$ cat config.mk
export PLATFORM = sky130hd
export DESIGN_NAME = sorted_priority_queue_top
export DESIGN_NICKNAME = d
export VERILOG_FILES = /design/src/rtl/spq_pkg.sv /design/src/rtl/spq_cell.sv /design/src/rtl/sorted_priority_queue_top.sv
export SDC_FILE = /design/constraint.sdc
export NUM_CORES = 2
export LEC_CHECK = 0
export ABC_CLOCK_PERIOD_IN_PS = 7700
export BUFFER_PORTS_ARGS = -buffer_cell sky130_fd_sc_hd__buf_2
export CORE_MARGIN = 2
export CORE_UTILIZATION = 45
export CTS_CLUSTER_SIZE = 10
export DETAILED_ROUTE_END_ITERATION = 10
export MAX_ROUTING_LAYER = met4
export SLEW_MARGIN = 15
export SYNTH_ARGS = -nofsm -noshare
export SYNTH_HDL_FRONTEND = slang
export SYNTH_HIERARCHICAL = 1
export SYNTH_SLANG_ARGS = --single-unit
$ cat constraint.sdc
create_clock -name clk -period 7.7 [get_ports clk]
set_clock_uncertainty 0.15 [all_clocks]
set_input_delay 0.385 -clock clk [delete_from_list [all_inputs] [get_ports clk]]
set_output_delay 0.385 -clock clk [all_outputs]
set_load 0.02 [all_outputs]
$ cat src/rtl/spq_pkg.sv
// ----------------------------------------------------------------------------
// spq_pkg
// Shared types and constants for the sorted priority queue: request and
// response payloads, the stored entry, status codes and the cell control word.
// ----------------------------------------------------------------------------
`default_nettype none

package spq_pkg;

	// queue depth, one cell per entry
	localparam int CAPACITY = 16;
	// entry count must hold CAPACITY itself
	localparam int CNT_W    = $clog2(CAPACITY + 1);
	// fixed width of the occupancy field in the response
	localparam int OCC_W    = 5;
	localparam int DATA_W   = 32;

	// request kinds
	localparam logic REQ_ENQ = 1'b0;
	localparam logic REQ_DEQ = 1'b1;

	// response status codes
	localparam logic [1:0] ST_DONE  = 2'd0;
	localparam logic [1:0] ST_EMPTY = 2'd1;
	localparam logic [1:0] ST_FULL  = 2'd2;

	typedef struct packed {
		logic                     req_type;
		logic signed [DATA_W-1:0] item_value;
		logic signed [DATA_W-1:0] item_priority;
	} req_t;

	typedef struct packed {
		logic [1:0]               status;
		logic signed [DATA_W-1:0] out_value;
		logic signed [DATA_W-1:0] out_priority;
		logic [OCC_W-1:0]         occupancy;
		logic                     now_empty;
	} rsp_t;

	// one stored pair
	typedef struct packed {
		logic signed [DATA_W-1:0] value;
		logic signed [DATA_W-1:0] prio;
	} entry_t;

	// broadcast to every cell in the chain
	typedef struct packed {
		logic   push;
		logic   pop;
		entry_t item;
	} cell_ctl_t;

endpackage

`default_nettype wire

$ cat src/rtl/spq_cell.sv
// ----------------------------------------------------------------------------
// spq_cell
// One slot of the sorted chain. On a push it keeps its entry, takes the new
// item or takes its upper neighbor's entry; on a pop it takes its lower
// neighbor's entry.
// ----------------------------------------------------------------------------
`default_nettype none

module spq_cell (
	input  wire                 clk,
	input  spq_pkg::cell_ctl_t  ctl,
	input  wire                 is_head,
	input  wire                 occupied,
	input  wire                 prev_take,
	input  spq_pkg::entry_t     prev_entry,
	input  spq_pkg::entry_t     next_entry,
	output logic                take,
	output spq_pkg::entry_t     entry
);
	import spq_pkg::*;

	entry_t entry_q;
	logic   gt;
	logic   ge;

	// insertion point compare: strict at the head, ties go ahead of equals below
	assign gt   = $signed(ctl.item.prio) >  $signed(entry_q.prio);
	assign ge   = $signed(ctl.item.prio) >= $signed(entry_q.prio);
	assign take = ctl.push & (!occupied | (is_head ? gt : ge));

	// slot update
	always_ff @(posedge clk) begin
		if (ctl.push && take) begin
			entry_q <= prev_take ? prev_entry : ctl.item;
		end else if (ctl.pop) begin
			entry_q <= next_entry;
		end
	end

	assign entry = entry_q;

endmodule

`default_nettype wire

$ cat src/rtl/sorted_priority_queue_top.sv
// ----------------------------------------------------------------------------
// sorted_priority_queue_top
// Bounded priority queue held as a chain of sorted register cells, highest
// priority at the head. Enqueue inserts by shifting the tail down; dequeue
// pops the head by shifting the chain up.
//
//   channel | valid     | stall     | payload
//   --------+-----------+-----------+------------------------
//   request | req_valid | req_stall | req (spq_pkg::req_t)
//   result  | rsp_valid | rsp_stall | rsp (spq_pkg::rsp_t)
//
// All cells compare against the broadcast priority and shift in the same
// edge, so one request per clock is sustained while req_stall is low.
// The result shows in the output register in the cycle after the transfer.
// Reset clears the entry count and the output valid; cell contents are left.
// req_stall is high while a result waits in the output register under stall.
// ----------------------------------------------------------------------------
`default_nettype none

module sorted_priority_queue_top (
	input  wire            clk,
	input  wire            arst_n,
	input  wire            req_valid,
	output logic           req_stall,
	input  spq_pkg::req_t  req,
	output logic           rsp_valid,
	input  wire            rsp_stall,
	output spq_pkg::rsp_t  rsp
);
	import spq_pkg::*;

	logic [CNT_W-1:0] count_q;
	logic [CNT_W-1:0] count_nxt;
	logic             rsp_valid_q;
	rsp_t             rsp_q;
	logic             accept;
	logic             is_full;
	logic             no_entries;
	cell_ctl_t        ctl;
	rsp_t             rsp_nxt;

	entry_t           cell_entry [CAPACITY];
	logic             cell_take  [CAPACITY];

	// handshake
	assign req_stall  = rsp_valid_q & rsp_stall;
	assign accept     = req_valid & ~req_stall;
	assign is_full    = (count_q == CNT_W'(CAPACITY));
	assign no_entries = (count_q == '0);

	// control broadcast to the chain
	always_comb begin
		ctl.push = accept & (req.req_type == REQ_ENQ) & ~is_full;
		ctl.pop  = accept & (req.req_type == REQ_DEQ) & ~no_entries;
		ctl.item.value = req.item_value;
		ctl.item.prio  = req.item_priority;
	end

	// cell chain
	for (genvar i = 0; i < CAPACITY; i++) begin : g_cell
		entry_t prev_e;
		entry_t next_e;
		logic   prev_t;
		if (i == 0) begin : g_head
			assign prev_e = '0;
			assign prev_t = 1'b0;
		end else begin : g_body
			assign prev_e = cell_entry[i-1];
			assign prev_t = cell_take[i-1];
		end
		if (i == CAPACITY - 1) begin : g_tail
			assign next_e = '0;
		end else begin : g_mid
			assign next_e = cell_entry[i+1];
		end
		spq_cell u_cell (
			.clk        (clk),
			.ctl        (ctl),
			.is_head    (i == 0),
			.occupied   (CNT_W'(i) < count_q),
			.prev_take  (prev_t),
			.prev_entry (prev_e),
			.next_entry (next_e),
			.take       (cell_take[i]),
			.entry      (cell_entry[i])
		);
	end

	// next count and result word
	always_comb begin
		count_nxt = count_q;
		if (ctl.push) begin
			count_nxt = count_q + CNT_W'(1);
		end else if (ctl.pop) begin
			count_nxt = count_q - CNT_W'(1);
		end
		rsp_nxt.status       = ST_DONE;
		rsp_nxt.out_value    = '0;
		rsp_nxt.out_priority = '0;
		if (req.req_type == REQ_DEQ) begin
			if (no_entries) begin
				rsp_nxt.status = ST_EMPTY;
			end else begin
				rsp_nxt.out_value    = cell_entry[0].value;
				rsp_nxt.out_priority = cell_entry[0].prio;
			end
		end else if (is_full) begin
			rsp_nxt.status = ST_FULL;
		end
		rsp_nxt.occupancy = OCC_W'(count_nxt);
		rsp_nxt.now_empty = (count_nxt == '0);
	end

	// count and output valid
	always_ff @(posedge clk or negedge arst_n) begin
		if (!arst_n) begin
			count_q     <= '0;
			rsp_valid_q <= 1'b0;
		end else begin
			if (accept) begin
				count_q <= count_nxt;
			end
			if (accept) begin
				rsp_valid_q <= 1'b1;
			end else if (!rsp_stall) begin
				rsp_valid_q <= 1'b0;
			end
		end
	end

	// result register
	always_ff @(posedge clk) begin
		if (accept) begin
			rsp_q <= rsp_nxt;
		end
	end

	assign rsp_valid = rsp_valid_q;
	assign rsp       = rsp_q;

`ifndef NO_ASSERTIONS
	a_count_bound: assert property (@(posedge clk) disable iff (!arst_n)
		count_q <= CNT_W'(CAPACITY))
		else $error("entry count above capacity");

	a_pop_dec: assert property (@(posedge clk) disable iff (!arst_n)
		ctl.pop |=> count_q == $past(count_q) - CNT_W'(1))
		else $error("dequeue did not shrink the queue");

	a_rsp_after_xfer: assert property (@(posedge clk) disable iff (!arst_n)
		accept |=> rsp_valid)
		else $error("no result after request transfer");

	a_head_order: assert property (@(posedge clk) disable iff (!arst_n)
		count_q >= CNT_W'(2) |-> $signed(cell_entry[0].prio) >= $signed(cell_entry[1].prio))
		else $error("head out of priority order");

	a_full_report: assert property (@(posedge clk) disable iff (!arst_n)
		rsp_valid && rsp.status == ST_FULL |-> rsp.occupancy == OCC_W'(CAPACITY))
		else $error("full status with queue not full");
`endif

endmodule

`default_nettype wire

# Word level (Yosys, flattened, before mapping)
# Cells that the tools add are included.
# classes
order_cmp	32
eq_ne	2
n_addsub	2
n_reduce_logical	51
n_bitwise	42
mux	54
# op_table
cell	count
64-bit 2-to-1 mux	47
32-bit >= comparator	15
4-bit by 5-bit < comparator with 1-bit output, first input constant	8
32-bit > comparator	1
2-bit nonzero test	16
1-bit AND	22
3-bit by 5-bit < comparator with 1-bit output, first input constant	4
1-bit logical AND	16
1-bit zero test	16
1-bit bitwise OR	16
5-bit zero test	2
1-bit by 5-bit < comparator with 1-bit output, first input constant	2
2-bit by 5-bit < comparator with 1-bit output, first input constant	2
5-bit 2-to-1 mux	2
5-bit by 1-bit adder with 5-bit output, second input constant	1
5-bit == test, second input constant	1
5-bit by 1-bit subtractor with 5-bit output, second input constant	1
2-bit 2-to-1 mux	2
1-bit NOT	4
1-bit 2-to-1 mux	3
2-bit by 1-bit != test with 1-bit output, second input constant	1
2-bit OR reduction	1
# word_totals
elab_cells	222
input_bits	69
regBits	1102

# Logic depth before layout (Yosys ltp)
# depth
ltp_word	8
depth_mapped	15

# Cells and area by module
# Netlist, hierarchy kept.
# by_module_without_submodules
module	area_per_inst_um2	n_inst	seq_area_each_um2	cells_per_inst
spq_cell at g_cell[0].u_cell ...	4299.1	14	1921.8	413
spq_cell at g_cell[8].u_cell ...	4511.8	2	1921.8	336
sorted_priority_queue_top	3387.0	1	2312.2	242

# Worst setup path after synthesis
# Ideal clock, no wire load.
# synth_timing
path_type	reg2reg
start	reg count_q[0]
end	reg g_cell[8].u_cell.entry_q, in the netlist g_cell[8].u_cell/entry[0] (enable)
path_slack_ns	1.629
t_arrival_ns	5.495
path_buffers	2
t_required_ns	7.124
path_stages_with_launch	10
setup_time_ns	0.426
path_cell_list	dfrtp_1 -> inv_2 -> ha_1 -> nor3b_4 -> a211oi_1 -> inv_1 -> a211oi_2 -> buf_6 -> buf_6 -> or2_1
# synth_lines
item	line_no	text
from (decl)	sorted_priority_queue_top.sv:32	logic [CNT_W-1:0] count_q;
from (signal assigned)	sorted_priority_queue_top.sv:121	count_q <= count_nxt;
to (signal assigned)	spq_cell.sv:34	entry_q <= prev_take ? prev_entry : ctl.item;
to (signal assigned)	spq_cell.sv:36	entry_q <= next_entry;
to (decl)	spq_cell.sv:22	entry_t entry_q;

==> results.md <==
* Max_cap viols at 0
* Data arrival, critical path at 5.74 ns
* Cts bufs inserted at ~140
* Post-layout min period at 5.432 ns
* Place WS at 1.830 ns
* Logic pwr share at 30.6%
* Most common cell after layout, fill and taps aside: a21oi_1
* CP dominant cell by count: buf_4
* Number of synthesis warnings at 6
* RSZ-0062 raised after global routing: no
* Clock power share at between 20% and 30%
* Setup_tns at 0 ns
* Post-layout util at 49.41%
* I/O Pins at 143
* GR Util All Layers at 24.21%
* Final GP Congestion at 0.8543
* Peak Freq at 184.1 MHz
* Worst Hold Class: in2reg
* Slowest stage cell, crit path: nor4_1
* FF+latch area at between 0.03 and 0.04 sq mm
* Final ANT Viol Nets at 0
* Core area at about 0.16 sq mm
* Syn Std Cell Area at 0.07259 sq mm
* Initial Util at 45.26%
* DP HPWL at 135.9 mm
* Switching pwr at 7703 uW
* Number of port buffers at ~140
* Multi-input gate area at 0.03571 sq mm
* Leakage at a little under 0.03 uW
* Worst VDD drop at 0.0002501 V
* Die W at 405.7 microns
* Clk slew on worst S/H paths at 0.06 ns
* Final #Nets at 7282
* Worst path required time at roughly 8 ns
* Clk Tree Root Cell: clkbuf_16
* Slew Limit Fails at 0
* Site Rows at around 150
* DR vias at 54150
* Filler cells at 14630
* Antenna violations before repair at 9
* Die Ht at 405.7 microns
* Die area at 0.1646 sq mm
* TritonRoute pass-1 iters at 5
* CP Launch Type: flip-flop
* Remaining Overflow, GRT at 0
* First-pass GRT wire length at 311.1 mm
* Worst-Skew Late Latency at 0.78 ns
* Longest Clk Path Bufs at 3
* Ratio of cells with drive above 1 in the final layout at 10.66%
* Initial DRC count at 4135
* Reg power frac at between 40% and 50%
* Status: finished clean
* Fin worst setup slack at 2.268 ns
* CP endpoint kind: flip-flop
* Final Hold Viols at 0
* DRC at 0
* Vias in the first global route at 54800
* Critical path type: reg2reg
* Largest net degree at the start of global routing at 282
* Post-DP Area at 0.07523 sq mm
* Worst Tran Pin Value at 1.210 ns
* Wire per inst at 22.20 microns
* Worst Path Max Fanout at 49
* DR vias/cell at approximately 6.1
* Switching share of power at around 36%
* P_int at 13650 uW
* Total wire length at 198.3 mm
* Slew headroom at a little under 20%
* H-Tree Depth at 4
* Avg Inst Size Synth at 10.84 sq um
* Post-CTS Setup Bufs at 0
* Critical path's largest stage delay at 0.90 ns
* # setup viols final at 0
* CTS tree: done
* Clock sink total at 1102
* Crit-path cells: inv_1 -> ha_1 -> nand4_1 -> nor4_1 -> nand3_1 -> and3_1 -> a311oi_4 -> buf_4 -> nand2_1 -> inv_4 -> buf_4 -> mux2i_1 -> a31oi_1
* Post-synthesis cell count at 6695
* Commonest non-fill, non-tap cells in the layout: 1113 x a21oi_1, 1096 x edfxtp_1, 898 x mux2i_1, 896 x a31oi_1, 542 x inv_1
* Post-layout instance area at slightly below 0.08 sq mm
* Layout area overhead at 9.161%
* Power Density at ~270 mW/mm^2
* Tcrit/Tclk final at between 70% and 80%
[sequential cells by signal, indices dropped and copies added (netlist names)]
name / count
g_cell.u_cell/entry: 1024
rsp: 72
count_q: 5
rsp_valid: 1
[worst paths after layout]
path / from / end / slack, ns / cells after the start
max in group asynchronous: arst_n / rsp_valid / 6.74 / 3
worst min-delay path: req[24] / g_cell[3].u_cell/entry[24] / 0.06 / 3
worst min register to register: g_cell[0].u_cell/entry[38] / rsp[44] / 0.41 / 1
worst max-delay path: g_cell[12].u_cell/entry[31] / g_cell[13].u_cell/entry[49] / 2.27 / 13
worst max register to register: g_cell[12].u_cell/entry[31] / g_cell[13].u_cell/entry[49] / 2.27 / 13
min in group asynchronous: arst_n / count_q[3] / 0.40 / 3
[metrics by stage]
stage	hold WS, ns	std cells	power, uW
finish	0.05847	8930	21360
global route	0.04561	8930	22520
CTS	0.006605	8925	21470
detailed placement	0.07806	8714	15430
global placement	0.07358	8714	15260
floorplan	-0.06059	6838	13770
[layer usage]
layer / vias up / track usage, % / part of all wire [%]
li1: 25700 / - / -
met1: 27000 / 30.37 / 43
met2: 1161 / 41.42 / 51
met3: 291 / 2.615 / 3.6
met4: 0 / 6.711 / 2.3
met5: - / - / 0
[critical path, delay by kind of cell (launching register included)]
family | cells | cell delay [ns]
buffers and inverters | 4 | 1.56
and+or+nand+nor | 5 | 2.00
AOI/OAI and AO/OA | 2 | 0.39
adders and majority gates | 1 | 0.32
muxes | 1 | 0.24
DFF | 1 | 0.40
[what timing repair did]
action	4_1_cts	5_1_grt
resized for setup	0	0
endpoints found under the hold margin	10	0
setup endpoints to repair	0	0
hold buffers	5	0
[power groups by stage]
stage	Sequential (uW)	Combinational, uW	Clock, uW
2_1_floorplan	8640	5130	0
3_3_place_gp	8970	6290	0
3_5_place_dp	8960	6470	0
4_1_cts	8850	6500	6120
5_1_grt	8940	7260	6320
6_report	8830	6540	5990
[area by class of cell]
class,count,share of cell area [%]
inverters,557,2.660
repair buffers,252,2.144
clock buffers,170,4.549
multi-input cells,4648,45.07
well taps,2160,3.410
clock inverters,36,0.4326
diodes,5,0.01579
flip-flops and latches,1102,41.72
Power figures use the tool's default switching activity.
